$ cat config.mk
export PLATFORM = sky130hd
export DESIGN_NAME = jfps_out_fifo
export DESIGN_NICKNAME = d
export VERILOG_FILES = /design/src/hdl/jfps_out_fifo.sv
export SDC_FILE = /design/constraint.sdc
export NUM_CORES = 1
export LEC_CHECK = 0
export BUFFER_PORTS_ARGS = -buffer_cell sky130_fd_sc_hd__buf_2
export CAP_MARGIN = 20
export CELL_PAD_IN_SITES_DETAIL_PLACEMENT = 1
export CELL_PAD_IN_SITES_GLOBAL_PLACEMENT = 1
export CORE_AREA = 2 2 121 123
export CTS_CLUSTER_SIZE = 12
export DETAILED_ROUTE_END_ITERATION = 8
export DIE_AREA = 0 0 123 125
export PLACE_DENSITY_LB_ADDON = 0.15
export SETUP_SLACK_MARGIN = 0.4
export SLEW_MARGIN = 40
export SYNTH_ARGS = -nofsm -noshare
export SYNTH_HDL_FRONTEND = slang
export SYNTH_SLANG_ARGS = --single-unit
$ cat constraint.sdc
create_clock -name clk -period 8.3 [get_ports clk]
set_clock_uncertainty 0.05 [all_clocks]
set_input_delay 0.415 -clock clk [delete_from_list [all_inputs] [get_ports clk]]
set_output_delay 0.415 -clock clk [all_outputs]
set_load 0.05 [all_outputs]
$ cat src/hdl/jfps_out_fifo.sv
// Three-entry result queue between the stencil datapath and the output channel.
// Depends on nothing outside this file.
module jfps_out_fifo #(
  parameter int DATA_BITS = 59
) (
  input  logic                 clk,
  input  logic                 rst_n,
  input  logic                 push,
  input  logic [DATA_BITS-1:0] push_data,
  input  logic                 pop,
  output logic                 not_empty,
  output logic [DATA_BITS-1:0] head_data,
  output logic [1:0]           count
);

  localparam logic [1:0] LastSlot = 2'd2;

  logic [DATA_BITS-1:0] slot_r [3];
  logic [1:0] wr_ptr_r, wr_ptr_nxt;
  logic [1:0] rd_ptr_r, rd_ptr_nxt;
  logic [1:0] count_r, count_nxt;

  always_comb begin
    wr_ptr_nxt = wr_ptr_r;
    rd_ptr_nxt = rd_ptr_r;
    count_nxt  = count_r;
    if (push) begin
      wr_ptr_nxt = (wr_ptr_r == LastSlot) ? 2'd0 : wr_ptr_r + 2'd1;
    end
    if (pop) begin
      rd_ptr_nxt = (rd_ptr_r == LastSlot) ? 2'd0 : rd_ptr_r + 2'd1;
    end
    if (push && !pop) begin
      count_nxt = count_r + 2'd1;
    end else if (pop && !push) begin
      count_nxt = count_r - 2'd1;
    end
  end

  always_ff @(posedge clk) begin
    if (!rst_n) begin
      wr_ptr_r <= '0;
      rd_ptr_r <= '0;
      count_r  <= '0;
    end else begin
      wr_ptr_r <= wr_ptr_nxt;
      rd_ptr_r <= rd_ptr_nxt;
      count_r  <= count_nxt;
    end
  end

  always_ff @(posedge clk) begin
    if (push) begin
      slot_r[wr_ptr_r] <= push_data;
    end
  end

  assign not_empty = (count_r != 2'd0);
  assign head_data = slot_r[rd_ptr_r];
  assign count     = count_r;

endmodule

== After elaboration in Yosys (flattened, before gate mapping) ==
Memory sizes are Yosys's and may differ from the RTL's. A register that Yosys moved wholly into a read port is not among the register bits.
Cells that the tools add are included.
Storage, ports and cells
  bits in registers: 6
  latch bits: 0
  memory bits (writable): 177
  bits in read-only memories: 0
  output and inout bits: 62
  memories: 1
Operators by class
  add/sub/neg operators: 4
  $mul: 0
  divide/modulo/power cells: 0
  order comparisons: 0
  equality and inequality tests: 2
  shifts and indexed selects: 0
  muxes and demuxes: 8
  bitwise logic cells: 0
  reduce and logical (&&, ||, !) cells: 6
Memories
  slot_r: words 3, bits a word 59, read ports 1, clocked after memory_dff 1, write ports 1, line 18  | logic [DATA_BITS-1:0] slot_r [3];
Operator list (number)
  2-to-1 mux 2 bit: 6
  adder 2 x 1 -> 2 bit (second input constant): 3
  == test 2 bit (second input constant): 2
  nonzero test 2 bit: 2
  logical AND 1 bit: 2
  logical NOT 1 bit: 2
  2-to-1 mux 1 bit: 2
  subtractor 2 x 1 -> 2 bit (second input constant): 1

== Logic depth before layout (Yosys ltp) ==
Gate-level depths: netlist (run 1).
  word-level depth: 4
  depth in mapped cells: 5
  mapped depth without buffers: 5

== Worst setup path before layout (run 1) ==
OpenSTA, ideal clock, no wires.
  kind: input to register
  from: input push
  to: memory slot_r[0][0] (enable)
  setup time: 0.563 ns
  arrival: 4.744 ns
  data required time: 7.687 ns
  path slack: 2.943 ns
  cell stages on the path: 1
  buffers on the path: 0
  cell sequence: nor3b_1
On the way
  cells in the longest elaborated chain, start to end: 2
RTL lines
  from (decl): line 8  | input logic push,
  2-to-1 mux 1 bit: line 53  | if (push) begin
  2-to-1 mux 1 bit (implied by the code): line 54  | slot_r[wr_ptr_r] <= push_data;
  to (decl): line 18
No other way between the ends.

==> run metrics, run 1 <==
FP Rows=44; wire per inst=roughly 17 µm; Sequential Area=5480 µm²; Syn Nets=470; most common cell after layout, fill and taps aside=edfxtp_1; Die X=approximately 120 µm; Worst Setup Start Kind=register; share of cells above drive strength 1=29.6%; register-to-register setup slack=6070 ps; 1st-pass router iterations=4; hold_sp=push_data[36]; Routed Wire Length=12800 µm; area occupied by multi-input gates=approximately 1300 µm²; min cycle time layout=between 2000 and 3000 ps; max cap viols=0; final core occ=58.4%; # DRC=0; FILL cells=roughly 1400; first-pass GRT wire length=around 20000 µm; Layout Area Growth over Synthesis=20.6%; Avg Cell Area, Syn=about 17 µm²; slew at the pin closest to its max-slew limit=approximately 770 ps; arrival time at the worst endpoint=~2000 ps; Die H=approximately 130 µm; fin crit share=30.2%; CTS tree=built; Max FO, Critical Path=62; clock root buffer=clkbuf_16; Post-CTS Resized=0; Ys Warns=0; final hold vios=0; Worst Hold Class=in -> reg; setup TNS=0 ps; Yosys cell types=26; Setup Fix Bufs, Post-CTS=0; vias post-DR=around 3700; Worst Setup EP=head_data[47]; clk sinks=about 190; initial drt markers=190; maximum vdd drop=between 100 and 150 µV; RSZ-0062 raised after global routing=false; P_leak=0.00291 µW; R2R depth=3; Pwr Density=between 200 and 300 nW/µm²; Placer Congestion=around 0.69; cts hold-fix bufs=0; Reg clk slew, reported paths=roughly 60 ps; Top Ports=approximately 130; WP data required=7840 ps; worst-skew pair later-pin latency=between 400 and 500 ps; max-slew violation count=0; remaining global-route overflow=0; final setup vio count=0; EDFF count, synth=177; Clock Path Buffers=2; port buffer count=about 120; fmax=about 400 MHz; WS Path Type=reg -> out; relative slew slack=48.8%; Routed met3 length=~660 µm; Cells after Synth=between 400 and 500; status=complete, no violations; ys flop type=edfxtp_1; WL met2=approximately 6800 µm; nets=601; H-tree depth=4; total track usage=between 15 and 20%; initial cell density of the core=between 40% and 50%; reg2reg start=wr_ptr_r[1]; TritonCTS Buffers=17; wire length on met1=~5200 µm; Final HPWL DP=around 7900 µm; vias in the first global route=between 3000 and 4000; Core ar.=around 14000 µm²; CP endpoint kind=primary output; FF-to-FF End=slot_r[2][17]; Antenna Nets Post-Route=0; antenna violations before repair=1; highest metal used=met5; commonest non-fill, non-tap cells in the layout=177 x edfxtp_1, 124 x buf_2, 62 x nand2_1, 59 x mux2i_1, 50 x o21ai_0; Via density=5.08; largest net degree at the start of global routing=63; Synth Cell Area=roughly 7000 µm²; ant diodes=0; Final Total Pwr=2150 µW; sequential area share after synthesis=79.6%; Synth async-reset ratio=0%; die area=about 15000 µm²; Yosys reg bits=185
how the worst min path moves through the flow:
stage | to | slack [ps] | cells after the start
floorplan | register | 430 | 2
finish | slot_r[2][36] | 150 | 1
CTS | slot_r[2][36] | 130 | 1
detailed placement | register | 450 | 2
global route | slot_r[2][36] | 130 | 1
global placement | count[1] | 420 | 2
final cells by class:
cell class,count,area share [%]
clock inverter,11,1.55
inverter,1,0.0452
multi-input combinational,200,15.5
timing repair buffer,132,8.79
clock buffer,21,5.31
sequential,185,66.1
tap,184,2.77
Yosys cell counts (2+ instances only):
library cell | n | area, µm²
mux2i_1 | 59 | 591
nand2_1 | 62 | 233
buf_6 | 3 | 33.8
buf_4 | 2 | 15.0
buf_2 | 4 | 20.0
nor2_1 | 2 | 7.51
o21ai_1 | 10 | 50.1
edfxtp_1 | 177 | 5320
nor2b_1 | 3 | 18.8
clkbuf_1 | 9 | 33.8
o21a_1 | 3 | 22.5
buf_12 | 2 | 40.0
dfxtp_1 | 8 | 160
o21ai_0 | 50 | 250
state kept, by name, indices dropped and copies added, names as in the netlist, named ones only:
register	flops
slot_r	177
count	2
rd_ptr_r	2
wr_ptr_r	2
report_power, final:
part           switching [µW]  internal [µW]  total (µW)  leakage [µW]
logic                     217           72.0         289      0.000933
clock network             306            468         774      0.000277
registers                15.7           1070        1080       0.00170
total                     538           1610        2150       0.00291
cell families (layout without fill, tap and decap cells):
kind of cell    Yosys count  in the layout  synth area share [%]
flops                   185            185                  79.6
mux                      59             59                  8.59
buf+inv                  21            165                  2.13
fa+ha+maj                 1              1                 0.182
compound gates           65             65                  4.91
simple gates             73             73                  4.33
xor+xnor                  2              2                 0.255
layer usage:
metal,GRT usage (%),vias to the layer above
met5,0,-
met4,6.08,2
met3,5.43,19
met2,30.5,81
met1,20.6,1835
li1,-,1790
metrics by stage:
step	setup WS, ps	instance area [µm²]	std cells	hold slack, ps
after global routing	5620	8300	734	132
final	5790	8300	734	147
after global placement	5690	7640	697	425
after detailed placement	5850	7700	700	455
after floorplan	2940	6880	406	425
after CTS	5750	8270	732	130
critical path: stages (launching register included):
cell	delay, ps
dfxtp_4	700
buf_12	310
nand2_1	80
o21ai_0	150
buf_2	330
(Power assumes the default switching activity.)
==> inputs of run 2 (changes only) <==
- ABC_AREA: default -> 1
- CORE_AREA: 2 2 121 123 -> 2 2 133 135
- DIE_AREA: 0 0 123 125 -> 0 0 135 137
- clock period: 8.3 -> 2.2 ns (I/O delays scaled with it)
==> run metrics, run 2 <==
Final Total Pwr=9030 µW (+320%); worst-skew pair later-pin latency=430 ps (+20 ps); vias post-DR=4747 (+27%); final hold vios=0 (unchanged); maximum vdd drop=567 µV (+330%); wire per inst=21.5 µm (+23%); final setup vio count=0 (unchanged); Pwr Density=930 nW/µm² (+260%); most common cell in the synthesized netlist=edfxtp_1; Design Area, Final=9710 µm² (+17%); relative slew slack=77.0% (+28 points); H-tree depth=4 (unchanged); # DRC=0 (unchanged); Avg Cell Area, Syn=14.2 µm² (-16%); die area=18500 µm² (+20%); post-synth top area cell=edfxtp_1; RSZ-0062 raised after global routing=true; Yosys cell types=16 (-38%); final core occ=56.9% (-1.5 points); Ys Warns=0 (unchanged); Max FO, Critical Path=12 (-81%); Worst Setup Start Kind=register; initial cell density of the core=40.3% (-8.2 points); ant diodes=0 (unchanged); sequential area share after synthesis=79.7% (+0.13 points); ys flop type=edfxtp_1; fin crit share=between 80 and 90%; Worst Hold Class=in -> reg; Routed Wire Length=20100 µm (+57%); Die H=137 µm (+9.6%); Die X=135 µm (+9.8%); first-pass GRT wire length=27900 µm (+39%); FP Rows=48 (+9.1%); synth top area cells=edfxtp_1 77%, a21oi_1 8.9%, nand2_1 3.7%; Cells after Synth=485 (+19%); share of cells above drive strength 1=31.4% (+1.7 points); CP endpoint kind=primary output; commonest non-fill, non-tap cells in the layout=177 x edfxtp_1, 101 x a21oi_1, 67 x nand2_1, 65 x buf_2, 61 x dlygate4sd3_1; DP Area=7790 µm² (+1.2%); CTS tree=built; P_leak=0.00366 µW (+26%); status=complete, no violations; max reg flops=177 (unchanged); port buffer count=124 (unchanged); total track usage=20.5% (+3.0 points); Synth async-reset ratio=0% (unchanged); Core ar.=17100 µm² (+20%); WP data required=2040 ps (-5800 ps); 1st-pass router iterations=4 (unchanged); Clock Path Buffers=2 (unchanged); Yosys reg bits=185 (unchanged); largest register by flop count=slot_r; largest net degree at the start of global routing=53 (-16%); Final HPWL DP=10000 µm (+26%); Layout Area Growth over Synthesis=41.4%; fmax=555 MHz; slew at the pin closest to its max-slew limit=345 ps (-422 ps); FILL cells=1673 (+23%); Placer Congestion=0.685 (-0.12%); arrival time at the worst endpoint=1640 ps (-410 ps); Syn Nets=549 (+17%); most common cell after layout, fill and taps aside=edfxtp_1; initial drt markers=309 (+63%); Via density=5.07 (-0.12%); remaining global-route overflow=0 (unchanged); clk sinks=185 (unchanged); Synth top area share=77.4% (+0.13 points); Synth Cell Area=6870 µm² (-0.16%); max cap viols=0 (unchanged); Top Ports=125 (unchanged); min cycle time layout=around 1800 ps; Antenna Nets Post-Route=0 (unchanged); antenna violations before repair=0 (-1); max-slew violation count=0 (unchanged); TritonCTS Buffers=17 (unchanged); nets=762 (+27%); vias in the first global route=5074 (+28%); clock root buffer=clkbuf_16; EDFF count, synth=177 (unchanged); WS Path Type=reg -> out; Reg clk slew, reported paths=70 ps (about the same); top post-synthesis cells by count=177 x edfxtp_1, 122 x a21oi_1, 67 x nand2_1
-- run 2: cell types whose count changed after synthesis, sizes merged, moves of 5 or more --
cell and delta:
mux2i -59, clkbuf -9, o21ai -58, nand2 +5, buf +15, inv +12
nor2 +59, a21oi +122
-- run 2: timing repair --
action | CTS | global route
resized for setup | 81 | 34
cloned | 2 | 11
endpoints found under the hold margin | 185 | 0
buffers inserted | 0 | 9
setup endpoints to repair | 59 | 49
pin swaps | 0 | 2
hold buffers | 61 | 0
-- run 2: cells by family (layout without fill, tap and decap cells) --
kind of cell	count (synthesis)	after routing	synth area share (%)
buffers and inverters	41	267	3.55
adders and majority gates	1	1	0.182
AOI/OAI and AO/OA	124	124	9.04
DFF	185	185	79.7
and+or+nand+nor	134	134	7.49
-- run 2: metrics by stage --
step           std cells  setup TNS [ps]  hold slack [ps]  setup slack (ps)
2_1_floorplan        485           -3810              159             -64.5
4_1_cts              916               0             12.2               362
5_1_grt              936               0             39.5               340
6_report             936               0             31.9               397
3_3_place_gp         821               0              262               568
3_5_place_dp         821               0              266               521
-- run 2: routing by layer --
metal | global-route usage, % | up-vias | part of all wire [%]
met5 | 0 | - | 0
met4 | 6.31 | 0 | 1.2
met3 | 5.15 | 15 | 4.8
met2 | 36.9 | 138 | 53
met1 | 24.3 | 2406 | 41
li1 | - | 2188 | -
-- run 2: path summary, 6_finish.rpt --
kind | start | to | slack [ps] | cells past startpoint
worst max-delay path | register | head_data[34] | 400 | 6
worst min-delay path | push | wr_ptr_r[0] | 30 | 3
worst max register to register | wr_ptr_r[1] | slot_r[1][45] | 610 | 4
worst min register to register | wr_ptr_r[1] | wr_ptr_r[1] | 420 | 2
-- run 2: final cells by class --
type,count,area [µm²],share of cell area [%]
clock buffer,18,429,4.42
timing repair inverter,3,26.3,0.271
clock inverter,14,178,1.83
tap,225,282,2.90
inverter,15,88.8,0.915
sequential,185,5480,56.5
multi-input combinational,259,1250,12.9
timing repair buffer,217,1970,20.3
-- run 2: power by group --
part | internal [µW] | switching [µW]
clock network | 1890 | 1280
logic | 597 | 1170
registers | 4030 | 55.9
-- run 2: worst max-delay path, stage by stage (launching register included) --
cell	delay (ps)
dfxtp_4	380
buf_4	160
clkinv_8	70
buf_12	140
nor2_1	50
a21oi_1	180
buf_4	240
